==> src/sv/sefa_ram.sv <==
module sefa_ram #(
   parameter int Width = 8,
   parameter int Depth = 16
) (
   input  logic                     clock,
   input  logic                     we,
   input  logic [$clog2(Depth)-1:0] waddr,
   input  logic [Width-1:0]         wdata,
   input  logic [$clog2(Depth)-1:0] raddr,
   output logic [Width-1:0]         rdata
);

   logic [Width-1:0] mem_ff [Depth];
   logic [Width-1:0] rdata_ff;

   always_ff @(posedge clock) begin
      if (we) begin
         mem_ff[waddr] <= wdata;
      end
      rdata_ff <= mem_ff[raddr];
   end

   assign rdata = rdata_ff;

endmodule

==> config.mk <==
export PLATFORM = sky130hd
export DESIGN_NAME = sefa_ram
export DESIGN_NICKNAME = d
export VERILOG_FILES = /design/src/sv/sefa_ram.sv
export SDC_FILE = /design/constraint.sdc
export NUM_CORES = 1
export LEC_CHECK = 0
export BUFFER_PORTS_ARGS = -buffer_cell sky130_fd_sc_hd__buf_2
export CAP_MARGIN = 20
export CORE_MARGIN = 2
export CORE_UTILIZATION = 40
export DETAILED_ROUTE_END_ITERATION = 8
export PLACE_DENSITY = 0.61
export SLEW_MARGIN = 15
export SYNTH_ARGS = -nofsm -noshare
export SYNTH_HDL_FRONTEND = slang
export SYNTH_SLANG_ARGS = --single-unit
==> constraint.sdc <==
create_clock -name clock -period 1.9 [get_ports clock]
set_clock_uncertainty 0.2 [all_clocks]
set_input_delay 0.285 -clock clock [delete_from_list [all_inputs] [get_ports clock]]
set_output_delay 0.285 -clock clock [all_outputs]
set_load 0.005 [all_outputs]
; Word-level counts from Yosys, hierarchy flattened
; Memories as Yosys holds them, arrays and structs flattened. A register that Yosys moved wholly into a read port is not among the register bits.
; Index checks and enable logic that the tools add are counted.
[op_classes]
n_mux = 2
[op_table]
columns = op, count
row1 = 1-bit two-way mux, 2
[totals]
out_inout_bits = 8
register_bits = 0
mem_bits_rw = 128
n_memories = 1
in_bits = 18
[memory_table]
columns = name, words, width, read_ports, rd_ports_with_merged_regs, wr, line_no
row1 = mem_ff, 16, 8, 1, 1, 1, 13  ; logic [Width-1:0] mem_ff [Depth];

; Logic depth before layout (Yosys ltp)
; Gate-level depths: netlist (run 1).
[depth]
word_depth = 2
ltp_mapped = 5
ltp_nobuf = 3

; Least setup slack after synthesis (run 1)
; No wires, ideal clock.
[synth_timing]
path_type = input port to flip-flop
start = input waddr[2]
end = memory mem_ff[0][0] (enable)
setup_time_ns = 0.383
arrival_time_ns = 1.395
path_stages = 2
slack_ns = -0.078
cell_sequence = or3b_2 -> nor3_1
[synth_lines]
columns = item, line_no
row1 = from (decl), 7  ; input logic [$clog2(Depth)-1:0] waddr,
row2 = to (decl), 13
; No word-level cell before the write port.

==> results of run 1 <==
## metrics by stage
step / power (uW) / utilization (%)
detailed placement: 3760 / 44.6
finish: 6890 / 49.3
floorplan: 3600 / -
CTS: 6950 / 49.3
global placement: 3750 / 44.6
global route: 7090 / 49.3
## flip-flops by register name (all words and copies together), names as in the netlist
| name | flops |
|---|---|
| mem_ff | 128 |
| rdata | 8 |
## worst reg2reg max path: stages, from the launching register on
cell      delay [ns]
edfxtp_1        0.39
mux4_1          0.53
a22oi_1         0.27
nand2_1         0.08
## worst paths after layout
kind,start,end,slack (ns),cells after the start
min,wdata[7],mem_ff[10][7]$_DFFE_PP_,0.05,1
max reg2reg,mem_ff[9][5]$_DFFE_PP_,rdata[5]$_DFF_P_,0.30,3
min reg2reg,mem_ff[8][3]$_DFFE_PP_,rdata[3]$_DFF_P_,0.47,3
max,mem_ff[9][5]$_DFFE_PP_,rdata[5]$_DFF_P_,0.30,3
## cell usage after synthesis
master           count
nand3_1              1
nor2b_1              1
or3b_2               1
buf_2                3
a22oi_1             16
clkdlybuf4s25_2      3
nor2_1              13
edfxtp_1           128
buf_6                3
nand2_1              9
dfxtp_1              8
buf_4                1
nand2b_1             2
and2b_1              1
nor3_1               4
mux4_1              14
nand3b_1             2
and2_1               1
mux4_2              18
## routing by layer
metal  global-route usage [%]  vias to the layer above
met5                        0                        -
met4                     4.97                        0
met3                     4.18                        5
met2                     24.8                       48
met1                     20.2                     1261
li1                         -                     1083
## cells by family (layout without fill, tap and decap cells)
logic type      Yosys count  after routing  share of synthesized area, %
simple gates             35             35                          3.18
buf+inv                  10             79                          1.68
compound gates           16             16                          2.33
mux                      32             32                          15.0
flops                   136            136                          77.8
## power by group through the flow
stage | sequential [uW] | combinational (uW) | clock, uW
after global placement | 3440 | 313 | 0
final | 3370 | 311 | 3210
after global routing | 3380 | 342 | 3370
after CTS | 3380 | 320 | 3250
after floorplan | 3430 | 171 | 0
after detailed placement | 3440 | 319 | 0
## layout make-up
class	instances	area (sq um)	area share, %
sequential	136	4000	64.6
clock inverter	11	123	1.98
tap	172	215	3.47
timing repair buffer	47	328	5.29
multi-input combinational	83	1060	17.1
clock buffer	21	470	7.59
==> flow_metrics.env, run 1 <==
export IMPL_via_count=2397
export IMPL_ctsHoldBuffers=0
export IMPL_post_drt_wl_per_cell_microns=21.1
export IMPL_dieWidth_microns=117
export IMPL_fmaxAchievable_ghz=0.627
export IMPL_max_clock_path_buffers=2
export IMPL_wl_microns=9920
export IMPL_arrival_ns=1.67
export IMPL_intPower_uw=5530
export IMPL_synth_cell_types=19
export IMPL_synth_top_cell_by_area="edfxtp_1"
export IMPL_die_h_microns=117
export IMPL_routed_via_density=5.10
export IMPL_h_tree_depth=4
export IMPL_slowest_stage="mux4_1"
export IMPL_power_density_nw_per_um2=1110
export IMPL_numCtsBuffers=17
export IMPL_grt_overflow_total=0
export IMPL_seq_power_share_pct=49.0
export IMPL_crit_buf_inv=0
export IMPL_p_comb_share_pct=4.5
export IMPL_ant_nets=0
export IMPL_drc=0
export IMPL_cp_start_kind="register"
export IMPL_synth_seq_cells=136
export IMPL_slew_headroom_pct=46.6
export IMPL_synth_cells=229
export IMPL_rsz0062_at_grt="no"
export IMPL_grt_pass1_vias=2522
export IMPL_fillers=1024
export IMPL_initial_core_util_pct=41.0
export IMPL_dp_slack_ns=-0.0172
export IMPL_cp_cell_sequence="mux4_1, a22oi_1, nand2_1"
export IMPL_drive_gt1_share_pct=32.9
export IMPL_core_sq_um=12600
export IMPL_rows=41
export IMPL_cts_tree="built"
export IMPL_drt_iter0_markers=208
export IMPL_place_inst=438
export IMPL_highest_layer="met4"
export IMPL_gp_congestion=0.734
export IMPL_dpl_instance_area_sq_um=5610
export IMPL_synth_top_area_share_pct=74.7
export IMPL_worstSetupPathType="reg -> reg"
export IMPL_period_needed_ns=1.60
export IMPL_ir_drop_mv=0.539
export IMPL_yosysWarnings=0
export IMPL_p_clk_share_pct=46.5
export IMPL_stdcell_count=470
export IMPL_dr_pass1_iters=4
export IMPL_die_area_sq_um=13800
export IMPL_setup_slack_ns=0.305
export IMPL_cts_root_buffer="clkbuf_16"
export IMPL_dr_wl_met2_microns=4990
export IMPL_cap_viol_max_count=0
export IMPL_final_common_cell="edfxtp_1"
export IMPL_fin_area_sq_um=6200
export IMPL_critPathCaptureType="register"
export IMPL_ctsResizeCount=0
export IMPL_grt_max_degree=21
export IMPL_cp_max_fo=1
export IMPL_run_status="finished, final reports clean"
export IMPL_switching_share_pct=19.8
export IMPL_grt_usage_pct=15.3
export IMPL_tns_ns=0
export IMPL_ys_top_cells_by_area="edfxtp_1 (75%), mux4_2 (7.9%), mux4_1 (7.1%), dfxtp_1 (3.1%), a22oi_1 (2.3%)"
export IMPL_setup_viol=0
export IMPL_tightest_slew_ns=0.800
export IMPL_wl_met1_microns=4560
export IMPL_postCtsSetupBuffers=0
export IMPL_hold_path_class="in -> reg"
export IMPL_antenna_found_initial=0
export IMPL_layout_common_cells="edfxtp_1 (128), buf_2 (25), buf_4 (19)"
export IMPL_period_share_pct=84.0
export IMPL_seq_area_frac_synth_pct=77.8
export IMPL_area_growth_pct=20.5
export IMPL_layout_nets=303
export IMPL_ios=26
export IMPL_netlist_area_sq_um=5150
export IMPL_synth_nets=247
export IMPL_clk_pin_slew_worst_paths_ns=0.06
export IMPL_wl_met3_microns=321
export IMPL_maxSlewViolCount=0
export IMPL_timing_final_hold_violations=0
export IMPL_post_dp_hpwl_microns=6220
export IMPL_p_sw_uw=1360
export IMPL_grt_pass1_wl_microns=15000
export IMPL_hold_slack_ns=0.0451
export IMPL_cp_data_required_time_ns=1.98
export IMPL_clk_latency_ns=0.40
export IMPL_port_buffers=25
export IMPL_power_leakage_uw=0.00211
export IMPL_slowest_delay_ns=0.53
export IMPL_cp_top_family="multiplexers"
export IMPL_syn_avg_cell_area_sq_um=22.5
export IMPL_clock_sink_count=136
export IMPL_antenna_cells=0
No activity file was read; power rests on OpenSTA's default activity.
==> run 2: changes to the inputs <==
- clock period: 1.9 -> 1.3 ns (I/O delays scaled with it)
==> run 2 against run 1 <==
The run now ends with negative setup slack left. Largest cell class unchanged. Largest power group is now the clock network. Combinational power grew 87%. Utilization up 3.9 points. Critical endpoint is now rdata[7]$_DFF_P_. Final area grew 7.8%.
==> flow_metrics.env, run 2 (synthesis results as in run 1) <==
export IMPL_final_common_cell="edfxtp_1"
export IMPL_failed_checks="negative setup slack"
export IMPL_hold_path_depth=4
export IMPL_grt_pass1_wl_microns=16300
export IMPL_period_share_pct=113
export IMPL_dieWidth_microns=117
export IMPL_power_leakage_uw=0.00223
export IMPL_total_power_uw=10700
export IMPL_port_buffers=25
export IMPL_fillers=984
export IMPL_grt_overflow_total=0
export IMPL_grt_pass1_vias=2694
export IMPL_antenna_cells=0
export IMPL_wl_met3_microns=592
export IMPL_highest_layer="met4"
export IMPL_p_clk_share_pct=48.3
export IMPL_die_h_microns=117
export IMPL_hold_end="rdata[1]$_DFF_P_"
export IMPL_timing_final_hold_violations=0
export IMPL_grt_usage_pct=16.5
export IMPL_rows=41
export IMPL_maxSlewViolCount=0
export IMPL_switching_share_pct=19.1
export IMPL_die_area_sq_um=13800
export IMPL_cp_data_required_time_ns=1.39
export IMPL_rr_startpoint="mem_ff[3][7]$_DFFE_PP_"
export IMPL_h_tree_depth=4
export IMPL_stdcell_count=492
export IMPL_tns_ns=-1.09
export IMPL_drt_iter0_markers=336
export IMPL_fin_area_sq_um=6690
export IMPL_worstHoldStart="raddr[3]"
export IMPL_gp_congestion=0.717
export IMPL_layout_nets=325
export IMPL_r2r_slack_ns=-0.16
export IMPL_cp_max_fo=1
export IMPL_p_sw_uw=2040
export IMPL_clk_pin_slew_worst_paths_ns=0.06
export IMPL_top_register="mem_ff"
export IMPL_core_sq_um=12600
export IMPL_place_inst=452
export IMPL_dr_pass1_iters=4
export IMPL_cp_start_kind="register"
export IMPL_cap_viol_max_count=0
export IMPL_hold_path_class="in -> reg"
export IMPL_intPower_uw=8640
export IMPL_post_drt_wl_per_cell_microns=21.0
export IMPL_area_growth_pct=29.9
export IMPL_tightest_slew_ns=0.955
export IMPL_multi_input_area_sq_um=1140
export IMPL_ir_drop_mv=0.948
export IMPL_clock_sink_count=136
export IMPL_setup_viol=8
export IMPL_setup_slack_ns=-0.163
export IMPL_dp_slack_ns=-0.469
export IMPL_initial_core_util_pct=41.0
export IMPL_grt_max_degree=26
export IMPL_rsz0062_at_grt="yes"
export IMPL_regArea_sq_um=4010
export IMPL_drive_gt1_share_pct=47.8
export IMPL_run_status="finished with violations"
export IMPL_fmaxAchievable_ghz=0.684
export IMPL_rr_worst_depth=3
export IMPL_dpl_instance_area_sq_um=5910
export IMPL_layout_common_cells="edfxtp_1 (128), mux4_2 (32), buf_2 (25)"
export IMPL_max_clock_path_buffers=2
export IMPL_ant_nets=0
export IMPL_ios=26
export IMPL_largest_reg_flops=128
export IMPL_p_comb_share_pct=5.5
export IMPL_numCtsBuffers=17
export IMPL_critPathCaptureType="register"
export IMPL_slew_headroom_pct=36.2
export IMPL_wl_microns=10400
export IMPL_seq_power_share_pct=46.2
export IMPL_drc=0
export IMPL_post_dp_hpwl_microns=6710
export IMPL_power_density_nw_per_um2=1600
export IMPL_cts_root_buffer="clkbuf_16"
export IMPL_via_count=2468
export IMPL_dr_wl_met2_microns=5010
export IMPL_clk_latency_ns=0.41
export IMPL_routed_via_density=5.02
export IMPL_period_needed_ns=1.46
export IMPL_wl_met1_microns=4690
export IMPL_worstSetupPathType="reg -> reg"
export IMPL_arrival_ns=1.56
export IMPL_cts_tree="built"
export IMPL_reg2reg_to="rdata[7]$_DFF_P_"
export IMPL_antenna_found_initial=0
==> run 2: cell types whose count changed in the layout (fill, tap and decap cells not counted), sizes merged <==
cell / change
clkbuf: -1
dlygate4sd3: +8
clkinvlp: -1
clkinv: -1
bufinv: +3
buf: +14
==> run 2: timing repair <==
action                                 4_1_cts  5_1_grt
setup buffers                                0        0
gates resized for setup                     14        1
hold buffers                                 8        0
endpoints found under the hold margin      128        0
setup endpoints to repair                   11        9
pin swaps                                    4        3
==> run 2: cell type report <==
type                            count  area share (%)
Multi-Input combinational cell     83            17.1
Clock inverter                     12            2.99
Timing Repair Buffer               69            10.1
Sequential cell                   136            59.9
Tap cell                          172            3.22
Clock buffer                       20            6.68
==> run 2: metrics by stage <==
stage                     utilization [%]  hold slack (ns)
after floorplan                         -           0.0939
after global placement               47.0            0.382
after detailed placement             47.0            0.381
after CTS                            53.2           0.0523
after global routing                 53.2           0.0846
final                                53.2           0.0576
==> run 2: worst max-delay path by stage <==
stage,startpoint,end,cells after the start
6_report,mem_ff[3][7]$_DFFE_PP_,rdata[7]$_DFF_P_,3
5_1_grt,mem_ff[10][6]$_DFFE_PP_,rdata[6]$_DFF_P_,3
4_1_cts,mem_ff[7][0]$_DFFE_PP_,rdata[0]$_DFF_P_,3
3_5_place_dp,raddr[0],rdata[6]$_DFF_P_,5
3_3_place_gp,raddr[0],rdata[6]$_DFF_P_,5
2_1_floorplan,waddr[2],mem_ff[0][0]$_DFFE_PP_,2
==> run 2: routing by layer <==
metal | vias up | global-route usage [%]
met5 | - | 0
met4 | 0 | 5.87
met3 | 2 | 4.77
met2 | 69 | 25.4
met1 | 1278 | 22.7
li1 | 1119 | -
==> run 2: worst max-delay path, stage by stage (launching register included) <==
cell and delay, ns:
edfxtp_1 0.36, mux4_2 0.48, a22oi_2 0.23, nand2_1 0.08
==> run 2: power groups by stage <==
stage	sequential [uW]	clock (uW)	combinational, uW
after floorplan	5020	0	285
after global placement	5030	0	541
after detailed placement	5030	0	549
after CTS	4940	5260	592
after global routing	4950	5450	631
final	4940	5160	582
