==> src/sv/sefa_pkg.sv <==
package sefa_pkg;

   localparam int MaxExtents = 1024;
   localparam int IdxW       = $clog2(MaxExtents);
   localparam int CntW       = $clog2(MaxExtents + 1);
   localparam int AddrBits   = 48;
   localparam int ValW       = AddrBits + 2;
   localparam int AlignW     = 21;
   localparam int ReserveW   = 32;
   localparam int CsrIdxW    = 1;
   localparam int CsrDataW   = 32;
   localparam int ModeW      = 3;
   localparam int StatusW    = 3;
   localparam int LayoutW    = 11;
   localparam int GapsW      = 11;
   localparam int CmpW       = (CntW > LayoutW) ? CntW : LayoutW;
   localparam int RndCntW    = $clog2(ValW + 1);

   localparam logic [AddrBits-1:0] Mask48     = {AddrBits{1'b1}};
   localparam logic [AlignW-1:0]   AlignReset = AlignW'(4096);

   localparam logic [ModeW-1:0] ModeFirstFit = 3'd0;
   localparam logic [ModeW-1:0] ModeAllocAt  = 3'd1;
   localparam logic [ModeW-1:0] ModeFree     = 3'd2;
   localparam logic [ModeW-1:0] ModeSizeQ    = 3'd3;
   localparam logic [ModeW-1:0] ModeLimit    = 3'd4;
   localparam logic [ModeW-1:0] ModeNth      = 3'd5;
   localparam logic [ModeW-1:0] ModeStats    = 3'd6;

   localparam logic [StatusW-1:0] StOk        = 3'd0;
   localparam logic [StatusW-1:0] StFull      = 3'd1;
   localparam logic [StatusW-1:0] StNotFound  = 3'd2;
   localparam logic [StatusW-1:0] StBadIndex  = 3'd3;
   localparam logic [StatusW-1:0] StBadOffset = 3'd4;
   localparam logic [StatusW-1:0] StOverflow  = 3'd5;

   localparam logic [CsrIdxW-1:0] CsrReserve = 1'b0;
   localparam logic [CsrIdxW-1:0] CsrAlign   = 1'b1;

   typedef struct packed {
      logic [ModeW-1:0]    mode;
      logic [AddrBits-1:0] req_size;
      logic [AddrBits-1:0] req_offset;
      logic [LayoutW-1:0]  layout_index;
      logic [AddrBits-1:0] file_size;
   } sefa_req_type;

   typedef struct packed {
      logic [StatusW-1:0]  status;
      logic [AddrBits-1:0] result_offset;
      logic [AddrBits-1:0] result_size;
      logic [AddrBits-1:0] free_bytes;
      logic [GapsW-1:0]    free_gaps;
      logic [AddrBits-1:0] largest_gap;
   } sefa_rsp_type;

   typedef struct packed {
      logic [AddrBits-1:0] off;
      logic [AddrBits-1:0] size;
   } sefa_entry_type;

   typedef struct packed {
      logic done;
      logic exact;
   } sefa_rnd_stat_type;

endpackage

==> src/sv/sefa_rnd.sv <==
// Rounds a value up to a multiple of the alignment: restoring remainder,
// one quotient bit per cycle, then one add.
module sefa_rnd (
   input  logic                            clock,
   input  logic                            reset,
   input  logic                            start,
   input  logic [sefa_pkg::ValW-1:0]       value,
   input  logic [sefa_pkg::AlignW-1:0]     align,
   output logic [sefa_pkg::ValW-1:0]       rounded,
   output sefa_pkg::sefa_rnd_stat_type     stat
);

   typedef enum logic [1:0] {R_IDLE, R_DIV, R_FIX} state_type;

   state_type                       state_ff;
   logic [sefa_pkg::ValW-1:0]       orig_ff;
   logic [sefa_pkg::ValW-1:0]       shift_ff;
   logic [sefa_pkg::AlignW-1:0]     div_ff;
   logic [sefa_pkg::AlignW-1:0]     rem_ff;
   logic [sefa_pkg::RndCntW-1:0]    cnt_ff;
   logic [sefa_pkg::ValW-1:0]       rounded_ff;
   logic                            done_ff;
   logic                            exact_ff;
   logic [sefa_pkg::AlignW:0]       trial;
   logic [sefa_pkg::AlignW-1:0]     pad;

   assign trial = {rem_ff, shift_ff[sefa_pkg::ValW-1]};
   assign pad   = (rem_ff == '0) ? '0 : div_ff - rem_ff;

   always_ff @(posedge clock) begin
      if (reset) begin
         state_ff <= R_IDLE;
         done_ff  <= 1'b0;
      end else begin
         done_ff <= 1'b0;
         unique case (state_ff)
            R_IDLE: begin
               if (start) begin
                  orig_ff  <= value;
                  shift_ff <= value;
                  div_ff   <= (align == '0) ? sefa_pkg::AlignW'(1) : align;
                  rem_ff   <= '0;
                  cnt_ff   <= sefa_pkg::RndCntW'(sefa_pkg::ValW);
                  state_ff <= R_DIV;
               end
            end
            R_DIV: begin
               if (trial >= {1'b0, div_ff}) begin
                  rem_ff <= sefa_pkg::AlignW'(trial - {1'b0, div_ff});
               end else begin
                  rem_ff <= trial[sefa_pkg::AlignW-1:0];
               end
               shift_ff <= {shift_ff[sefa_pkg::ValW-2:0], 1'b0};
               cnt_ff   <= cnt_ff - sefa_pkg::RndCntW'(1);
               if (cnt_ff == sefa_pkg::RndCntW'(1)) begin
                  state_ff <= R_FIX;
               end
            end
            R_FIX: begin
               rounded_ff <= orig_ff + sefa_pkg::ValW'(pad);
               exact_ff   <= (rem_ff == '0);
               done_ff    <= 1'b1;
               state_ff   <= R_IDLE;
            end
            default: state_ff <= R_IDLE;
         endcase
      end
   end

   assign rounded    = rounded_ff;
   assign stat.done  = done_ff;
   assign stat.exact = exact_ff;

endmodule

==> config.mk <==
export PLATFORM = sky130hd
export DESIGN_NAME = sefa_rnd
export DESIGN_NICKNAME = d
export VERILOG_FILES = /design/src/sv/sefa_pkg.sv /design/src/sv/sefa_rnd.sv
export SDC_FILE = /design/constraint.sdc
export NUM_CORES = 1
export LEC_CHECK = 0
export BUFFER_PORTS_ARGS = -buffer_cell sky130_fd_sc_hd__buf_2
export CORE_UTILIZATION = 45
export CTS_CLUSTER_SIZE = 16
export DETAILED_ROUTE_END_ITERATION = 10
export GPL_TIMING_DRIVEN = 0
export PLACE_DENSITY_LB_ADDON = 0.2
export SLEW_MARGIN = 20
export SYNTH_ARGS = -nofsm -noshare
export SYNTH_HDL_FRONTEND = slang
export SYNTH_SLANG_ARGS = --single-unit
==> constraint.sdc <==
create_clock -name clock -period 13.05 [get_ports clock]
set_clock_uncertainty 0.2 [all_clocks]
set_input_delay 1.305 -clock clock [delete_from_list [all_inputs] [get_ports clock]]
set_output_delay 1.305 -clock clock [all_outputs]
set_load 0.005 [all_outputs]
### After elaboration in Yosys (flattened, before gate mapping)

Cells that the tools add are included.

* input port bits: 74
* logic and storage cells: 40
* register bits: 202
* output and inout port bits: 52

* bitwise operators: 1
* reduce and logical (&&, ||, !) cells: 8
* $add $sub $neg: 4
* order comparisons: 1
* muxes and demuxes: 12
* equal/unequal tests: 5

Operator list (count)
* 50-bit one-hot mux with 2 select lines: 1
* 21-bit two-way mux: 3
* 50-bit by 21-bit adder with 50-bit output: 1
* 50-bit two-way mux: 1
* 21-bit logical NOT: 2
* 21-bit one-hot mux with 2 select lines: 1
* 21-bit subtractor: 2
* 22-bit by 21-bit greater-or-equal comparator with 1-bit output: 1
* 6-bit one-hot mux with 2 select lines: 1
* 6-bit by 1-bit equality test with 1-bit output (second input constant): 1
* 6-bit two-way mux: 1
* 3-bit AND reduction: 2
* 6-bit by 1-bit subtractor with 6-bit output (second input constant): 1
* 2-bit two-way mux: 2
* 2-bit != test (second input constant): 2
* 2-bit one-hot mux with 2 select lines: 1
* 2-bit AND reduction: 2
* 2-bit by 1-bit equality test with 1-bit output (second input constant): 1
* 2-bit equality test (second input constant): 1
* 2-bit logical NOT: 1
* 2-bit nonzero test: 1
* 1-bit two-way mux: 1
* 1-bit inverter: 1

### Depth between registers and ports, before layout

Gate-level depths: netlist of the first run.

* depth after elaboration: 3
* gate-level depth with buffers: 20
* gate-level depth less buffers: 20

### Worst setup path after synthesis of the first run

Ideal clock, no wire load.

* path kind: input-to-reg
* start point: input port reset
* end point: register state_ff[0]
* data required time: 12.734 ns
* path slack: 3.322 ns
* buffers on the path: 0
* arrival time: 9.412 ns
* cell stages on the path: 2
* setup time: 0.116 ns
* cell sequence: nor4b_1 o21bai_1

RTL lines
* start: declaration: RTL line sefa_rnd.sv:5 `input logic reset,`
* end signal: assignment: RTL line sefa_rnd.sv:32 `state_ff <= R_IDLE;`
* end signal: assignment: RTL line sefa_rnd.sv:44 `state_ff <= R_DIV;`
* end signal: assignment: RTL line sefa_rnd.sv:56 `state_ff <= R_FIX;`
* end: declaration: RTL line sefa_rnd.sv:15 `state_type state_ff;`

### Final worst setup path of the first run

* start point: register rem_ff[0] (netlist name)
* end point: register rounded_ff, in the netlist rounded[48], data pin

* cells in the longest elaborated chain, start to end: 3
* elaborated cells on any way between the ends: 4
* classes of those cells: add/sub: 2; mux: 1; reduce/logical: 1

Ends and longest elaborated chain
* start: declaration: RTL line sefa_rnd.sv:19 `logic [sefa_pkg::AlignW-1:0] rem_ff;`
* start signal: assignment: RTL line sefa_rnd.sv:49 `rem_ff <= sefa_pkg::AlignW'(trial - {1'b0, div_ff});`
* start signal: assignment: RTL line sefa_rnd.sv:51 `rem_ff <= trial[sefa_pkg::AlignW-1:0];`
* 21-bit subtractor / 21-bit logical NOT (equally long branches): RTL line sefa_rnd.sv:28 `assign pad = (rem_ff == '0) ? '0 : div_ff - rem_ff;`
* 21-bit two-way mux (*): RTL line sefa_rnd.sv:28
* 50-bit by 21-bit adder with 50-bit output (*): RTL line sefa_rnd.sv:60 `rounded_ff <= orig_ff + sefa_pkg::ValW'(pad);`
* end signal: assignment: RTL line sefa_rnd.sv:60
* end: declaration: RTL line sefa_rnd.sv:21 `logic [sefa_pkg::ValW-1:0] rounded_ff;`

Mark *: on every way between the ends. The rest lies on a longest branch, timed or not.
A chain may end at the register's enable or synchronous reset.

==> results of run 1 <==
## worst reg2reg max path, delay by kind of cell (launching register included)
family / cells / cell delay, ps
fa+ha+maj: 3 / 1090
simple gates: 4 / 720
flops: 1 / 460
xor+xnor: 1 / 160
compound gates: 10 / 2530
## flip-flops by register name (all words and copies together), names as in the netlist
name	cells
cnt_ff	6
div_ff	21
done_ff	1
exact_ff	1
orig_ff	50
rem_ff	21
rounded	50
shift_ff	50
state_ff	2
## cell usage after synthesis, types with 10 or more instances
master and number:
mux2i_1 13, nor3_1 15, inv_1 57, and3_1 14, o21ai_0 41, nand4_1 10
a21o_1 13, ha_1 64, edfxtp_1 199, clkbuf_1 41, nand2_1 209, nor4_1 10
xor2_1 30, xnor2_1 50, nor2b_1 14, nand3_1 25, a21oi_1 68, nor2_1 83
## cell type report
type,instances,area (um2),area share (%)
Sequential cell,202,6040,45.9
Tap cell,324,405,3.08
Buffer,46,186,1.42
Inverter,57,214,1.63
Timing Repair Buffer,150,821,6.24
Clock buffer,25,562,4.27
Multi-Input combinational cell,768,4790,36.4
Clock inverter,15,144,1.09
## final timing paths
path / cells after the start / slack, ps / to / from
setup / recovery: 18 / 7650 / rounded[48] / rem_ff[0]
hold / removal: 2 / 310 / shift_ff[44] / shift_ff[43]
setup reg to reg: 18 / 7650 / rounded[48] / rem_ff[0]
hold reg to reg: 2 / 310 / shift_ff[44] / shift_ff[43]
## per-layer routing
| metal | wire [um] | vias up | GRT usage, % | share of wire, % |
|---|---|---|---|---|
| met4 | 645 | 0 | 5.84 | 2.5 |
| met3 | 1270 | 44 | 2.60 | 5.0 |
| met5 | 0 | - | 0 | 0 |
| li1 | - | 4163 | - | - |
| met1 | 12100 | 3844 | 28.2 | 47 |
| met2 | 11500 | 207 | 32.1 | 45 |
## power by group through the flow
stage                     clock, mW  combinational, mW  sequential (mW)
after CTS                     0.621              0.429            0.790
final                         0.610              0.430            0.791
after detailed placement          0              0.427            0.804
after global placement            0              0.416            0.812
after floorplan                   0              0.315            0.801
after global routing          0.646              0.483            0.794
## cell families (layout without fill, tap and decap cells)
| family | Yosys count | after routing | synth area share (%) |
|---|---|---|---|
| AND/OR/NAND/NOR | 420 | 420 | 17.1 |
| AO/OA/AOI/OAI | 187 | 187 | 10.3 |
| multiplexers | 14 | 14 | 1.26 |
| buffers and inverters | 103 | 293 | 3.57 |
| XOR/XNOR | 80 | 80 | 6.25 |
| flip-flops | 202 | 202 | 53.9 |
| adder cells (fa/ha/maj) | 67 | 67 | 7.68 |
## stage by stage
stage	util, %	instance area (um2)	total power [mW]	worst slack (ps)	instances
floorplan	-	11200	1.12	3320	1073
global placement	50.2	12200	1.23	-441	1522
detailed placement	51.1	12500	1.23	7640	1547
CTS	54.0	13200	1.84	7640	1587
global route	54.0	13200	1.92	7250	1587
finish	54.0	13200	1.83	7650	1587
==> results.md, run 1 <==
- Status: complete, no violations
- 1st-pass router iterations: 5
- Hpwl dp: 19.9 mm
- Cts hold-fix bufs: 0
- CTS resizes: 0
- Worst EP required: 13120 ps
- Layout area overhead: 17.4%
- Max frequency: 0.185 GHz
- Post-detailed-route wirelength per cell: 16.0 um
- Switching power: 0.539 mW
- Root buf cell: clkbuf_16
- Drt total wl: 25.4 mm
- Final GP Congestion: 0.878
- Sw frac: 29.5%
- DRT iter0 DRCs: 464
- Maximum clock insertion buffer count: 3
- Post-layout min period: 5400 ps
- Leading area contributor after synthesis: edfxtp_1
- Clock buffer count from CTS: 22
- Buffers on Ports: 125
- Syn Inst Count: 1073
- Initial core utilization: 46.0%
- CP endpoint kind: flip-flop
- Global route total overflow: 0
- CP peak stage delay: 670 ps
- Post-synth top flop: edfxtp_1
- Min Hold Slack: 310 ps
- Total Neg Setup Slack: 0 ps
- CP max-delay cell: o31ai_1
- DRT antenna net count: 0
- Commonest non-fill, non-tap cells in the layout: nand2_1 (209), edfxtp_1 (199), buf_2 (133)
- H-tree levels: 1
- # setup viols final: 0
- Net Count, Synth: 1214
- Vias: 8258
- Crit path cell chain: ha_1, fa_1, nor2b_1, o21bai_1, a21boi_0, nor4b_2, o31ai_1, a21oi_1, a31oi_1, o311ai_0, ha_1, nand2_1, o21ai_0, a21oi_1, a21boi_1, o31ai_1, nand4_1, xnor2_1
- Startpoint type of the worst setup path: flip-flop
- Clock group share of total power: 33.3%
- Worst EP arrival: 5470 ps
- Slew @ Worst Pin: 828 ps
- Tot GR Track Use: 19.9%
- Hold WC Path Type: reg -> reg
- Power Dens Cells: 139 nW/um2
- Initial antenna violation count: 0
- Clock Latency Late Sink: 510 ps
- Final slew viol count: 0
- Total die area: 25500 um2
- Sequential area share after synthesis: 53.9%
- Crit-path max FO: 5
- CP delay by family, top: compound AO/OA/AOI/OAI gates
- Share of cells above drive strength 1: 16.2%
- Placeable Area: 24400 um2
- Most common cell after layout, fill and taps aside: nand2_1
- Synth top area share: 53.3%
- EDFF count, synth: 199
- CTS sink cnt: 202
- Distinct cells, synth: 64
- Setup Fix Bufs, Post-CTS: 0
- Synth warnings: 0
- Rows: 57
- Syn Area/Cell: 10.4 um2
- First-pass GRT wire length: 40.4 mm
- Sequential share of power: 43.2%
- Fillcell total: 2230
- Largest net degree at the start of global routing: 15
- Max-slew headroom: 44.8%
- Internal: 1.29 mW
- N_diodes: 0
- Combinational share of power: 23.5%
- Yosys reg bits: 202
- DRC Markers: 0
- Unrepaired setup endpoints after global routing: false
- Vias/cell: 5.20
- Static Leakage: 5.39 nW
- Critical path class: reg -> reg
- Worst vdd ir: 0.0784 mV
- Die Y: 160 um
- FFs w/ async S/R, synth: 0%
- Reg clk slew, reported paths: 70 ps
- Synthesized cell area: 11200 um2
- WP buf/inv: 0
- Width of the die: 160 um
- Final worst path period share: 41.4%
- Final Hold Vio Count: 0
- Vias in the first global route: 7900
- Dominant cells by area after synthesis: edfxtp_1 (53%), ha_1 (7.1%), nand2_1 (7.0%)
- Maxcap violations: 0
- TritonCTS clock tree: built
- IO Count: 126
- Final nets: 1388
(Power assumes the default switching activity.)
==> inputs of run 2 (changes only) <==
clock period = 5.22 ns   (was 13.05 ns; I/O delays follow)
==> run 2 against run 1 <==
Non-clock buffer count up 27. Clock power rose to 2.7 times the previous value. Fmax up 10%. Worst setup slack worse by 7300 ps. Sequential share of layout area down 1.5 points. Sequential power rose to 2.5 times the previous value. Total power rose to 2.6 times the previous value. Register-to-register slack worse by 7300 ps. Combinational power rose to 2.6 times the previous value. Final cell count up 1.7%.
==> results.md, run 2 (synthesized netlist as in run 1, its figures left out) <==
- Root buf cell: clkbuf_16
- Share of cells above drive strength 1: 15.7% (-0.49 points)
- Worst EP required: 5290 ps (-7830 ps)
- Final worst path period share: 93.9% (+53 points)
- Max-slew headroom: 45.0% (+0.21 points)
- Drt total wl: 25.4 mm (about the same)
- Clock buffer count from CTS: 23 (+4.5%)
- Global route total overflow: 0 (unchanged)
- TritonCTS clock tree: built
- Initial antenna violation count: 0 (unchanged)
- Crit-path max FO: 10 (+5)
- Buffers on Ports: 125 (unchanged)
- Layout area overhead: 21.5%
- N_diodes: 0 (unchanged)
- Crit path from: rem_ff[14]
- # setup viols final: 0 (unchanged)
- CTS sink cnt: 202 (unchanged)
- Storage cell area: 6040 um2 (unchanged)
- Tot GR Track Use: 19.8% (-0.13 points)
- Area taken by multi-input logic gates: 4850 um2 (+1.1%)
- Worst vdd ir: 0.194 mV (+150%)
- Power Dens Cells: 345 nW/um2 (+150%)
- First-pass GRT wire length: 40.3 mm (-0.24%)
- Status: complete, no violations
- 1st-pass router iterations: 5 (unchanged)
- Design Area, Final: 13600 um2 (+3.4%)
- Post-detailed-route wirelength per cell: 15.8 um (-1.7%)
- Placeable Area: 24400 um2 (unchanged)
- Maxcap violations: 0 (unchanged)
- Hold path start: value[32]
- Placed cell area: 12500 um2 (about the same)
- Initial core utilization: 46.0% (unchanged)
- IO Count: 126 (unchanged)
- Critical path class: reg -> reg
- Clock Latency Late Sink: 520 ps (about the same)
- Reg clk slew, reported paths: 60 ps (about the same)
- Die Y: 160 um (unchanged)
- Final slew viol count: 0 (unchanged)
- Maximum clock insertion buffer count: 3 (unchanged)
- H-tree levels: 1 (unchanged)
- DRC Markers: 0 (unchanged)
- Fillcell total: 2171 (-2.6%)
- Final total power: 4.69 mW (+160%)
- Vias/cell: 5.17 (-0.58%)
- Total die area: 25500 um2 (unchanged)
- Worst EP arrival: 4970 ps (-500 ps)
- Hold WC Path Type: in -> reg
- Post-layout util: 55.8% (+1.9 points)
- DRT antenna net count: 0 (unchanged)
- Startpoint type of the worst setup path: flip-flop
- Largest net degree at the start of global routing: 17 (+2)
- Hpwl dp: 19.3 mm (-2.9%)
- Final nets: 1416 (+2.0%)
- Vias: 8350 (+1.1%)
- Total Neg Setup Slack: 0 ps (unchanged)
- DRT iter0 DRCs: 677 (+46%)
- Post-layout min period: 4900 ps (-496 ps)
- Static Leakage: 5.55 nW (+3.0%)
- Final Hold Vio Count: 0 (unchanged)
- Slew @ Worst Pin: 821 ps (-6.56 ps)
- Max frequency: 0.204 GHz (+10%)
- Most common cell after layout, fill and taps aside: nand2_1
- CP endpoint kind: flip-flop
- Width of the die: 160 um (unchanged)
- Final GP Congestion: 0.883 (+0.57%)
- Rows: 57 (unchanged)
- Commonest non-fill, non-tap cells in the layout: nand2_1 (209), edfxtp_1 (199), buf_2 (127)
- Reg2Reg Launch Point: rem_ff[14]
- Vias in the first global route: 7831 (-0.87%)
## run 2: worst max-delay path, stage by stage, from the launching register on
cell	delay, ps
edfxtp_1	490
nor4_1	380
nand4_1	200
nor4_2	560
clkbuf_1	430
nor3_1	180
ha_1	380
a21o_1	150
nand3_1	110
a31o_1	290
a211o_1	320
or4_1	540
o31ai_4	140
nand2_1	120
xnor2_1	150
## run 2: per-layer routing
| metal | vias up | routed length [um] | track usage (%) | share of wire (%) |
|---|---|---|---|---|
| li1 | 4224 | - | - | - |
| met1 | 3938 | 12100 | 28.0 | 48 |
| met2 | 165 | 11900 | 33.1 | 47 |
| met3 | 23 | 1090 | 2.31 | 4.3 |
| met4 | 0 | 264 | 3.64 | 1.0 |
| met5 | - | 0 | 0 | 0 |
## run 2: where the power goes
group	switching (mW)	internal [mW]
clock network	0.656	0.962
logic	0.651	0.447
registers	0.0524	1.92
total	1.36	3.33
## run 2: timing repair
action	4_1_cts	5_1_grt
pin swaps	1	1
endpoints found under the hold margin	31	3
buffers inserted	1	1
hold buffers	31	3
gates resized for setup	3	7
setup endpoints to repair	25	26
## run 2: final cells by class
type,instances,area share (%)
Clock buffer,26,4.31
Inverter,57,1.57
Multi-Input combinational cell,768,35.6
Timing Repair Buffer,177,8.62
Tap cell,324,2.98
Sequential cell,202,44.3
Buffer,46,1.37
Clock inverter,14,1.22
## run 2: final timing paths
kind,to,slack [ps],depth (start not counted)
max reg2reg,rounded[46],320,14
min reg2reg,shift_ff[2],310,2
min,orig_ff[32],10,1
max,rounded[46],320,14
## run 2: stage by stage
stage | setup WS, ps | hold slack, ps | instances
after floorplan | 20.0 | 284 | 1073
after global placement | -2040 | 288 | 1522
after detailed placement | -357 | 295 | 1538
after CTS | 15.5 | 0.581 | 1610
after global routing | -0.223 | 0.700 | 1614
final | 317 | 12.1 | 1614
==> inputs of run 3 (changes only) <==
CELL_PAD_IN_SITES_DETAIL_PLACEMENT = 1   (was default)
CELL_PAD_IN_SITES_GLOBAL_PLACEMENT = 2   (was default)
CORE_UTILIZATION = 39   (was 45)
==> run 3 against run 2 <==
Sequential cell count unchanged. Final cell count up 4.2%. Global-route usage up 0.94 points. Via count up 1.8%. Core utilization down 6.4 points. Combinational power up 5%. Non-clock buffer count up 11. Largest cell class unchanged. Sequential power about the same. Register-to-register slack about the same. Critical endpoint is now rounded[30].
==> results.md, run 3 (synthesized netlist as in run 1, its figures left out) <==
- Max-slew headroom: 49.1% (+4.1 points)
- Rows: 61 (+7.0%)
- Final total power: 4.79 mW (+2.0%)
- Hold path start: value[7]
- Post-layout util: 49.4% (-6.4 points)
- Width of the die: 172 um (+7.3%)
- Die Y: 172 um (+7.3%)
- First-pass GRT wire length: 47.2 mm (+17%)
- Reg2Reg Launch Point: div_ff[1]
- Final slew viol count: 0 (unchanged)
- Buffers on Ports: 125 (unchanged)
- # setup viols final: 0 (unchanged)
- Min Hold Slack: 9.86 ps (-2.26 ps)
- Slew @ Worst Pin: 744 ps (-77.1 ps)
- Global route total overflow: 0 (unchanged)
- FF-to-FF End: rounded[30]
- Most common cell after layout, fill and taps aside: nand2_1
- Setup ws final: 318 ps (+1.32 ps)
- Largest net degree at the start of global routing: 16 (-1)
- Drt total wl: 30.2 mm (+19%)
- Startpoint type of the worst setup path: flip-flop
- Hpwl dp: 22.9 mm (+18%)
- Initial core utilization: 40.0% (-5.9 points)
- DRT antenna net count: 0 (unchanged)
- Worst EP arrival: 4970 ps (about the same)
- Worst EP required: 5280 ps (about the same)
- DRC Markers: 0 (unchanged)
- Total Neg Setup Slack: 0 ps (unchanged)
- Design Area, Final: 13800 um2 (+1.6%)
- Maximum clock insertion buffer count: 3 (unchanged)
- Post-layout instance count excluding filler cells: 1682 (+4.2%)
- IO Count: 126 (unchanged)
- Final worst path period share: 93.9% (about the same)
- Root buf cell: clkbuf_16
- Vias/cell: 5.05 (-2.3%)
- Post-detailed-route wirelength per cell: 17.9 um (+14%)
- Commonest non-fill, non-tap cells in the layout: nand2_1 (209), edfxtp_1 (199), buf_2 (127)
- Unrepaired setup endpoints after global routing: false
- Setup WS pre-CTS: -316 ps (+40.8 ps)
- Final Hold Vio Count: 0 (unchanged)
- Hold WC Path Type: in -> reg
- Power Dens Cells: 346 nW/um2 (+0.38%)
- Maxcap violations: 0 (unchanged)
- H-tree levels: 1 (unchanged)
- Placed cell area: 12500 um2 (+0.74%)
- Clock Latency Late Sink: 530 ps (about the same)
- Tot GR Track Use: 20.7% (+0.94 points)
- Layout area overhead: 23.4%
- Worst vdd ir: 0.209 mV (+8.0%)
- Placeable Area: 28000 um2 (+15%)
- 1st-pass router iterations: 4 (-1)
- Initial antenna violation count: 0 (unchanged)
- Placed instance count: 1595 (+3.7%)
- CTS sink cnt: 202 (unchanged)
- Worst min-delay path endpoint: orig_ff[7]
- Status: complete, no violations
- Clock buffer count from CTS: 23 (unchanged)
- Post-layout min period: 4900 ps (-1.32 ps)
- Vias in the first global route: 8765 (+12%)
- Final GP Congestion: 0.823 (-6.9%)
- FF-to-FF setup slack: 320 ps (about the same)
- Share of cells above drive strength 1: 16.5% (+0.75 points)
- Crit-path max FO: 4 (-6)
- Hold Path Cell Cnt: 1 (unchanged)
- CP endpoint kind: flip-flop
- Static Leakage: 5.62 nW (+1.4%)
- Reg clk slew, reported paths: 60 ps (about the same)
- Max frequency: 0.204 GHz (about the same)
- DRT iter0 DRCs: 401 (-41%)
- Worst reg2reg path depth: 18 (+4)
- N_diodes: 0 (unchanged)
- Total die area: 29400 um2 (+15%)
- Vias: 8502 (+1.8%)
- Critical path class: reg -> reg
- Final nets: 1428 (+0.85%)
- TritonCTS clock tree: built
[run 3: what timing repair did]
item | CTS | global route
endpoints found under the setup margin | 17 | 28
gates resized for setup | 5 | 11
gates cloned | 1 | 0
hold buffers | 37 | 0
setup buffers | 0 | 7
pin swaps | 1 | 3
endpoints found under the hold margin | 37 | 0
[run 3: cell type report]
cell class	count	area [um2]
Fill cell	3171	14200
Sequential cell	202	6040
Multi-Input combinational cell	769	4880
Timing Repair Buffer	188	1270
Clock buffer	24	579
Tap cell	378	473
Inverter	57	214
Buffer	46	188
Clock inverter	18	184
[run 3: metal layers]
metal | track usage [%] | up-vias | wire length [um]
li1 | - | 4249 | -
met1 | 28.9 | 4069 | 14300
met2 | 34.8 | 150 | 14200
met3 | 1.89 | 34 | 1030
met4 | 4.62 | 0 | 586
met5 | 0 | - | 0
[run 3: report_power, final]
group / internal, mW / leakage, nW / switching [mW]
sequential: 1.92 / 1.88 / 0.0515
combinational: 0.467 / 3.38 / 0.686
clock: 0.961 / 0.366 / 0.695
total: 3.35 / 5.62 / 1.43
[run 3: worst max path at each step]
stage	to	startpoint	cells after the start
detailed placement	rounded[48]	rem_ff[0]	18
global placement	orig_ff[9]	reset	2
CTS	rounded[48]	rem_ff[0]	18
floorplan	div_ff[0]	start	1
global route	rounded[35]	div_ff[1]	20
finish	rounded[30]	div_ff[1]	18
[run 3: worst max-delay path, cell delays in order (launching register included)]
cell,delay (ps)
edfxtp_1,450
ha_1,320
nor2b_1,130
o21ai_0,130
a21oi_1,240
o211ai_1,190
a2111oi_0,750
o22ai_1,170
xor2_1,190
nor2_1,170
ha_1,300
a21oi_1,140
o21ai_0,130
a21oi_1,190
nor2_1,60
o21ai_1,250
o21a_1,260
and4b_1,220
xor2_1,140
